`config.mk`:
```
export PLATFORM = sky130hd
export DESIGN_NAME = clu_exec
export DESIGN_NICKNAME = d
export VERILOG_FILES = /design/src/rtl/clu_pkg.sv /design/src/rtl/clu_exec.sv
export SDC_FILE = /design/constraint.sdc
export NUM_CORES = 1
export LEC_CHECK = 0
export BUFFER_PORTS_ARGS = -buffer_cell sky130_fd_sc_hd__buf_2
export CORE_UTILIZATION = 25
export DETAILED_ROUTE_END_ITERATION = 8
export PLACE_DENSITY = 0.54
export SLEW_MARGIN = 5
export SYNTH_ARGS = -nofsm -noshare
export SYNTH_HDL_FRONTEND = slang
export SYNTH_SLANG_ARGS = --single-unit
```
`constraint.sdc`:
```
create_clock -name vclk -period 5.1
set_input_delay 0 -clock vclk [all_inputs]
set_output_delay 0 -clock vclk [all_outputs]
set_load 0.03 [all_outputs]
```
`src/rtl/clu_pkg.sv`:
```
// Shared types, codes and constants of the load instruction unit.
`timescale 1ns / 1ps

package clu_pkg;

  // Main memory geometry, fixed by the 16-bit address of the instruction set.
  localparam int MemAddrW = 16;
  localparam int MemDepth = 1 << MemAddrW;
  localparam int MemWidth = 8;

  // Request kinds.
  typedef enum logic [1:0] {
    ReqExec   = 2'd0,
    ReqHostWr = 2'd1,
    ReqHostRd = 2'd2,
    ReqNone   = 2'd3
  } req_kind_e;

  // Source addressing modes.
  typedef enum logic [2:0] {
    SrcR8      = 3'd0,
    SrcImm8    = 3'd1,
    SrcImm16   = 3'd2,
    SrcHighC   = 3'd3,
    SrcInd     = 3'd4,
    SrcR16     = 3'd5,
    SrcAbs     = 3'd6,
    SrcInvalid = 3'd7
  } src_mode_e;

  // Destination addressing modes.
  typedef enum logic [2:0] {
    DstR8       = 3'd0,
    DstR16      = 3'd1,
    DstHighC    = 3'd2,
    DstInd      = 3'd3,
    DstHighImm  = 3'd4,
    DstAbs      = 3'd5,
    DstInvalid6 = 3'd6,
    DstInvalid7 = 3'd7
  } dst_mode_e;

  // Completion status codes.
  typedef enum logic [2:0] {
    StOk         = 3'd0,
    StBadSrcReg  = 3'd1,
    StBadSrcMode = 3'd2,
    StBadDstReg  = 3'd3,
    StBadDstMode = 3'd4
  } status_e;

  // Post adjustment of HL.
  typedef enum logic [1:0] {
    AdjNone  = 2'd0,
    AdjInc   = 2'd1,
    AdjDec   = 2'd2,
    AdjNone3 = 2'd3
  } adjust_e;

  // Byte register file indexes.
  localparam logic [2:0] IxA = 3'd0;
  localparam logic [2:0] IxB = 3'd1;
  localparam logic [2:0] IxC = 3'd2;
  localparam logic [2:0] IxD = 3'd3;
  localparam logic [2:0] IxE = 3'd4;
  localparam logic [2:0] IxH = 3'd5;
  localparam logic [2:0] IxL = 3'd6;
  localparam logic [2:0] IxF = 3'd7;

  // Register pair codes.
  localparam logic [2:0] PairAf = 3'd0;
  localparam logic [2:0] PairBc = 3'd1;
  localparam logic [2:0] PairDe = 3'd2;
  localparam logic [2:0] PairHl = 3'd3;
  localparam logic [2:0] PairSp = 3'd4;

  // Highest valid byte register and pair codes.
  localparam logic [2:0] MaxR8  = 3'd6;
  localparam logic [2:0] MaxR16 = 3'd4;

  localparam logic [7:0]  FlagH    = 8'h20;
  localparam logic [7:0]  FlagC    = 8'h10;
  localparam logic [15:0] HighPage = 16'hFF00;

  typedef logic [7:0][7:0] byte_regs_t;

  // One request item.
  typedef struct packed {
    logic [1:0] req_type;
    logic [2:0] dest_mode;
    logic [2:0] dest_reg;
    logic [2:0] src_mode;
    logic [2:0] src_reg;
    logic [1:0] post_adjust;
    logic       sp_offset_form;
    logic [7:0] imm_low;
    logic [7:0] imm_high;
    logic [7:0] host_data;
  } req_t;

  // One result item.
  typedef struct packed {
    logic [2:0]  status;
    logic [7:0]  reg_a;
    logic [7:0]  reg_flags;
    logic [7:0]  reg_b;
    logic [7:0]  reg_c;
    logic [7:0]  reg_d;
    logic [7:0]  reg_e;
    logic [7:0]  reg_h;
    logic [7:0]  reg_l;
    logic [15:0] stack_ptr;
    logic [7:0]  read_data;
  } rsp_t;

  // Execute datapath outputs toward the sequencer.
  typedef struct packed {
    logic [MemAddrW-1:0] rd_addr;
    logic [2:0]          status;
    logic                commit;
    byte_regs_t          regs_n;
    logic [15:0]         sp_n;
    logic                mem_we;
    logic [MemAddrW-1:0] mem_addr;
    logic [7:0]          mem_wdata;
    logic                need_w2;
    logic [MemAddrW-1:0] w2_addr;
    logic [7:0]          w2_data;
    logic [7:0]          read_data;
  } exec_t;

endpackage

```
`src/rtl/clu_exec.sv`:
```
// Execute datapath: source select, fault checks, register update and store plan.
`timescale 1ns / 1ps

module clu_exec (
  input  clu_pkg::req_t       item_i,
  input  clu_pkg::byte_regs_t regs_i,
  input  logic [15:0]         sp_i,
  input  logic [7:0]          rdata_i,
  output clu_pkg::exec_t      ex_o
);
  import clu_pkg::*;

  logic [15:0] imm16;
  logic [15:0] val;
  logic [15:0] off;
  logic [15:0] hl;
  logic        wide;
  logic        set_flags;
  logic [7:0]  newf;
  logic [4:0]  half_sum;
  logic [8:0]  byte_sum;
  logic [2:0]  st;
  byte_regs_t  regs_n;
  logic [15:0] sp_n;
  logic [MemAddrW-1:0] rd_addr;

  function automatic logic [15:0] pair_of(byte_regs_t r, logic [15:0] sp, logic [2:0] sel);
    logic [15:0] p;
    case (sel)
      PairAf:  p = {r[IxA], r[IxF]};
      PairBc:  p = {r[IxB], r[IxC]};
      PairDe:  p = {r[IxD], r[IxE]};
      PairHl:  p = {r[IxH], r[IxL]};
      default: p = sp;
    endcase
    return p;
  endfunction

  assign imm16    = {item_i.imm_high, item_i.imm_low};
  assign off      = {{8{item_i.imm_low[7]}}, item_i.imm_low};
  assign half_sum = {1'b0, sp_i[3:0]} + {1'b0, item_i.imm_low[3:0]};
  assign byte_sum = {1'b0, sp_i[7:0]} + {1'b0, item_i.imm_low};

  // Address of the memory byte read ahead of execution.
  always_comb begin
    if (item_i.req_type == ReqHostRd) begin
      rd_addr = imm16;
    end else begin
      case (item_i.src_mode)
        SrcHighC: rd_addr = HighPage | {8'h00, regs_i[IxC]};
        SrcInd:   rd_addr = pair_of(regs_i, sp_i, item_i.src_reg);
        default:  rd_addr = imm16;
      endcase
    end
  end

  // Source value and fault checks, sources first.
  always_comb begin
    st        = StOk;
    val       = 16'h0000;
    wide      = 1'b0;
    set_flags = 1'b0;
    newf      = 8'h00;
    case (item_i.src_mode)
      SrcR8: begin
        if (item_i.src_reg > MaxR8) st = StBadSrcReg;
        else val = {8'h00, regs_i[item_i.src_reg]};
      end
      SrcImm8:  val = {8'h00, item_i.imm_low};
      SrcImm16: begin
        val  = imm16;
        wide = 1'b1;
      end
      SrcHighC: val = {8'h00, rdata_i};
      SrcInd: begin
        if (item_i.src_reg > MaxR16) st = StBadSrcReg;
        else val = {8'h00, rdata_i};
      end
      SrcR16: begin
        if (item_i.src_reg > MaxR16) begin
          st = StBadSrcReg;
        end else begin
          val  = pair_of(regs_i, sp_i, item_i.src_reg);
          wide = 1'b1;
          if (item_i.sp_offset_form) begin
            val       = val + off;
            set_flags = 1'b1;
            if (half_sum[4]) newf = newf | FlagH;
            if (byte_sum[8]) newf = newf | FlagC;
          end
        end
      end
      SrcAbs:  val = {8'h00, rdata_i};
      default: st = StBadSrcMode;
    endcase

    if (st == StOk) begin
      case (item_i.dest_mode)
        DstR8:      if (item_i.dest_reg > MaxR8) st = StBadDstReg;
        DstR16:     if (item_i.dest_reg > MaxR16) st = StBadDstReg;
        DstHighC, DstHighImm, DstAbs: st = StOk;
        DstInd: begin
          if (item_i.dest_reg < PairBc || item_i.dest_reg > PairHl) st = StBadDstReg;
        end
        default:    st = StBadDstMode;
      endcase
    end
  end

  // Register updates and the store plan of an accepted load or a host write, and the host read data.
  always_comb begin
    regs_n          = regs_i;
    sp_n            = sp_i;
    ex_o.rd_addr    = rd_addr;
    ex_o.mem_we     = 1'b0;
    ex_o.mem_addr   = imm16;
    ex_o.mem_wdata  = val[7:0];
    ex_o.need_w2    = 1'b0;
    ex_o.w2_addr    = imm16 + 16'd1;
    ex_o.w2_data    = val[15:8];
    ex_o.read_data  = 8'h00;
    ex_o.commit     = 1'b0;
    ex_o.status     = StOk;
    hl              = 16'h0000;

    case (item_i.req_type)
      ReqExec: begin
        ex_o.status = st;
        if (st == StOk) begin
          ex_o.commit = 1'b1;
          if (set_flags) regs_n[IxF] = newf;
          case (item_i.dest_mode)
            DstR8: regs_n[item_i.dest_reg] = val[7:0];
            DstR16: begin
              case (item_i.dest_reg)
                PairAf: {regs_n[IxA], regs_n[IxF]} = val;
                PairBc: {regs_n[IxB], regs_n[IxC]} = val;
                PairDe: {regs_n[IxD], regs_n[IxE]} = val;
                PairHl: {regs_n[IxH], regs_n[IxL]} = val;
                default: sp_n = val;
              endcase
            end
            DstHighC: begin
              ex_o.mem_we   = 1'b1;
              ex_o.mem_addr = HighPage | {8'h00, regs_i[IxC]};
            end
            DstInd: begin
              ex_o.mem_we   = 1'b1;
              ex_o.mem_addr = pair_of(regs_i, sp_i, item_i.dest_reg);
            end
            DstHighImm: begin
              ex_o.mem_we   = 1'b1;
              ex_o.mem_addr = HighPage | {8'h00, item_i.imm_low};
            end
            default: begin
              ex_o.mem_we  = 1'b1;
              ex_o.need_w2 = wide;
            end
          endcase
          // HL adjustment sees the destination write.
          hl = {regs_n[IxH], regs_n[IxL]};
          if (item_i.post_adjust == AdjInc) begin
            {regs_n[IxH], regs_n[IxL]} = hl + 16'd1;
          end else if (item_i.post_adjust == AdjDec) begin
            {regs_n[IxH], regs_n[IxL]} = hl - 16'd1;
          end
        end
      end
      ReqHostWr: begin
        ex_o.mem_we    = 1'b1;
        ex_o.mem_wdata = item_i.host_data;
      end
      ReqHostRd: ex_o.read_data = rdata_i;
      default:   ex_o.status = StOk;
    endcase

    ex_o.regs_n = regs_n;
    ex_o.sp_n   = sp_n;
  end

endmodule

```
# Word level (Yosys, flattened, before mapping)
# Cells that the tools add are included.
# W data, S select, Z words.
[totals]
reg_bits = 0
word_cells = 118
out_inout_bits = 158
inputBits = 129
[classes]
eq_ne = 21
n_lt_le_gt_ge = 9
n_reduce_logical = 16
n_mux = 66
add_sub_neg = 6
[op_table]
columns = ["cell", "count"]
rows = [
  ["$mux W64", 4],
  ["$mux W16", 15],
  ["$pmux W16 S4", 2],
  ["$pmux W64 S2", 1],
  ["$pmux W16 S6", 1],
  ["$mux W8", 11],
  ["$bwmux W64", 1],
  ["$pmux W16 S3", 1],
  ["$add A16 B1 Y16 const B", 2],
  ["$pmux W16 S2", 1],
  ["$bmux W8 S3", 1],
  ["$demux W8 S3", 1],
  ["$eq A3 B2 Y1 const B", 8],
  ["$mux W6", 4],
  ["$logic_not A3 Y1", 6],
  ["$mux W17", 1],
  ["$add A16 B16 Y16", 1],
  ["$sub A16 B1 Y16 const B", 1],
  ["$eq A3 B3 Y1 const B", 5],
  ["$mux W3", 5],
  ["$eq A3 B1 Y1 const B", 4],
  ["$gt A3 B3 Y1 const B", 4],
  ["$mux W1", 12],
  ["$pmux W3 S4", 1],
  ["18 further kinds", 25],
]

# Longest topological paths before layout
[logic_depth]
depth_word = 18
mapped_depth = 19
ltp_nobuf = 15

# Worst setup path before layout
# Ideal clock, no wire load.
[synth_timing]
kind = "in2out"
start = "input item_i[27] in the netlist's numbering"
end = "output ex_o[89] in the netlist's numbering"
path_buffers = 5
arrival_time_ns = 5.122
slack_ns = -0.022
t_required_ns = 5.100
cell_stages = 18
path_cell_list = "buf_6 > buf_6 > buf_6 > buf_6 > mux4_2 > mux2_2 > ha_1 > clkbuf_1 > a21oi_1 > nand2_1 > a31o_2 > a21o_1 > a31oi_1 > mux2i_1 > xnor2_1 > o21ai_0 > nor2_1 > o41ai_1"
[synth_rtl]
columns = ["item", "line_no", "rtl"]
rows = [
  ["start, declared", "clu_exec.sv:5", "input clu_pkg::req_t item_i,"],
  ["end, declared", "clu_exec.sv:9", "output clu_pkg::exec_t ex_o"],
]

==> key figures <==
Status
  – Outcome: complete, but fails checks
  – Violations in the final reports: DRC

Place
  – Number of I/O port buffers: between 200 and 300
  – GPL Wtd Cong: about 0.96
  – Placed wire-length estimate after detailed placement: 31300 um
  – Number of cells in the design after placement: 1574

Finish
  – Post-layout nets: 1399
  – Count of flip-flops and latches: 0
  – Share of layout cells above drive strength 1: 0.337
  – # clk buffers: 0
  – Most common library cell in the layout ignoring fill and taps: buf_2
  – Inserted Diodes: 0
  – Commonest cells after routing, fill and taps aside: buf_2 (287), nand2_1 (128), nor2_1 (108)
  – Post-layout instance count excluding filler cells: 1574
  – Area growth, synth to finish: 25.8%
  – Total area of sequential cells: 0 um^2

Setup path
  – List of cells traversed by the critical path: buf_2, buf_12, mux2_2, a21oi_1, a21oi_1, ha_1, a21oi_1, o22ai_1, a221oi_1, a21boi_0, a21oi_1, or3_1, nor3_1, a32oi_1, or4_1, nand3_1, buf_2
  – Critical path startpoint category: input pin
  – Worst Path Required: approximately 5.1 ns
  – Crit-path slowest cell: a21oi_1
  – Category of the critical setup timing path: in -> out
  – Most prevalent standard cell on the critical path: a21oi_1
  – Crit Path Max Fanout: 44
  – Worst EP arrival: a little under 5 ns
  – Delay of the slowest critical-path stage: 0.69 ns
  – Worst Setup End Kind: primary output

Timing
  – Setup TNS Final: 0 ns
  – Final setup violation count: 0
  – Slew of the pin with the lowest slew margin: 1.13 ns
  – Final critical-path share of the clock period: 0.955
  – Final Hold Fails: 0
  – Final count of pins violating max slew: 0
  – Maximum clock rate: 0.205 GHz
  – Min Tclk post-route: approximately 5 ns
  – Slew HR: 0.245
  – Setup repair after global routing missed its margin: no

Synthesis
  – Post-Syn Area: 6740 um^2
  – Synth Warn #: 0
  – Syn Area/Cell: around 6.8 um^2
  – Post-synthesis instance total: 994
  – Net Count, Synth: 1152
  – Unique cell type count in the Yosys netlist: 95
  – Post-synthesis sequential area ratio: 0

Drt
  – Total iterations of the first detailed-routing run: 8
  – Overall via count from detail_route: just over 9k
  – Number of routed nets with antenna violations: 0
  – Initial DRC Count: 1032
  – DRC violation count after routing: 13
  – Total wire length after detailed routing: roughly 38000 um
  – Avg Vias per Cell: slightly below 6
  – Routed wirelength normalized by instance count: between 20 and 25 um

Global route
  – Met1 Usage GRT: 0.361
  – Wire length of the first global-routing pass: 56500 um
  – Global Route met3 Usage: 0.0427
  – Total global routing overflow: 0
  – Grt met2 use: 0.428
  – Global-route layer with the greatest usage: met2
  – Via count of the first global-routing pass: ~9k
  – Initial antenna violation count: 0
  – Largest net degree at the start of global routing: 45
  – Aggregate global-route resource usage: 0.266

Die
  – Top-level I/O count: 287
  – CORE AREA: about 26000 um^2
  – Die area: 27600 um^2
  – Chip height: 166 um
  – Initial Util: 0.257
  – Width of the die: approximately 170 um
  – Number of rows created at floorplan: 59

Clocking
  – Post-CTS setup buffer count: 0
  – Post-cts resize count: 0
  – Hold-fix buffers at CTS: 0

Flow run
  – Max-capacitance violation count: 0

Power
  – Maximum VDD drop: 0.0524 mV
  – Pleak: 3.91 nW
  – Power density relative to cell area: approximately 130 nW/um^2

Worst hold path
  – HP Class: in -> out
cell usage after synthesis, drive strengths merged (23+ instances only):
| cell type | count | area, um^2 |
|---|---|---|
| a21oi | 90 | 454 |
| ha | 28 | 350 |
| mux4 | 24 | 541 |
| nor2 | 108 | 405 |
| mux2 | 46 | 529 |
| clkbuf | 34 | 129 |
| inv | 27 | 101 |
| buf | 35 | 214 |
| nand3 | 29 | 150 |
| nand2 | 129 | 487 |
| mux2i | 44 | 453 |
| a22oi | 23 | 173 |
| o21ai | 89 | 445 |
critical path: cells and delay by family:
kind	cells	cell delay [ns]
buf+inv	3	0.77
compound gates	8	2.17
simple gates	4	1.16
mux	1	0.37
fa+ha+maj	1	0.38
layout make-up:
| cell class | instances | area, um^2 |
|---|---|---|
| Fill cell | 2913 | 17700 |
| Tap cell | 335 | 419 |
| Multi-Input combinational cell | 898 | 6300 |
| Timing Repair Buffer | 314 | 1650 |
| Inverter | 27 | 101 |
metrics by stage:
stage	worst slack (ns)	util	power, mW	hold slack [ns]	cell area, um^2
4_1_cts	0.351	0.323	1.05	0.381	8470
6_report	0.230	0.323	1.07	0.378	8470
5_1_grt	0.0146	0.323	1.13	0.397	8470
3_3_place_gp	0.392	0.323	1.04	0.376	8470
3_5_place_dp	0.367	0.323	1.04	0.380	8470
2_1_floorplan	0.223	-	0.671	0.110	6740
metal layers:
layer,wire [um],share of wire
met1,16100,0.42
met2,17100,0.45
met3,3740,0.097
met4,1440,0.038
met5,0,0
kinds of logic (layout without fill, tap and decap cells):
kind of cell | after synthesis | after routing | synth area share
AOI/OAI and AO/OA | 334 | 334 | 0.329
xor gates and xnor gates | 31 | 31 | 0.0403
adders and majority gates | 29 | 29 | 0.0550
buffers and inverters | 96 | 341 | 0.0659
muxes | 114 | 114 | 0.226
and+or+nand+nor | 390 | 390 | 0.283
worst paths after layout:
kind | from | endpoint | cells past startpoint
hold / removal | item_i[5] | ex_o[38] | 3
setup / recovery | item_i[27] | ex_o[120] | 17
power breakdown:
group,switching [mW],internal (mW),total [mW]
clock,0,0,0
combinational,0.716,0.352,1.07
sequential,0,0,0
No activity file was read; power rests on OpenSTA's default activity.
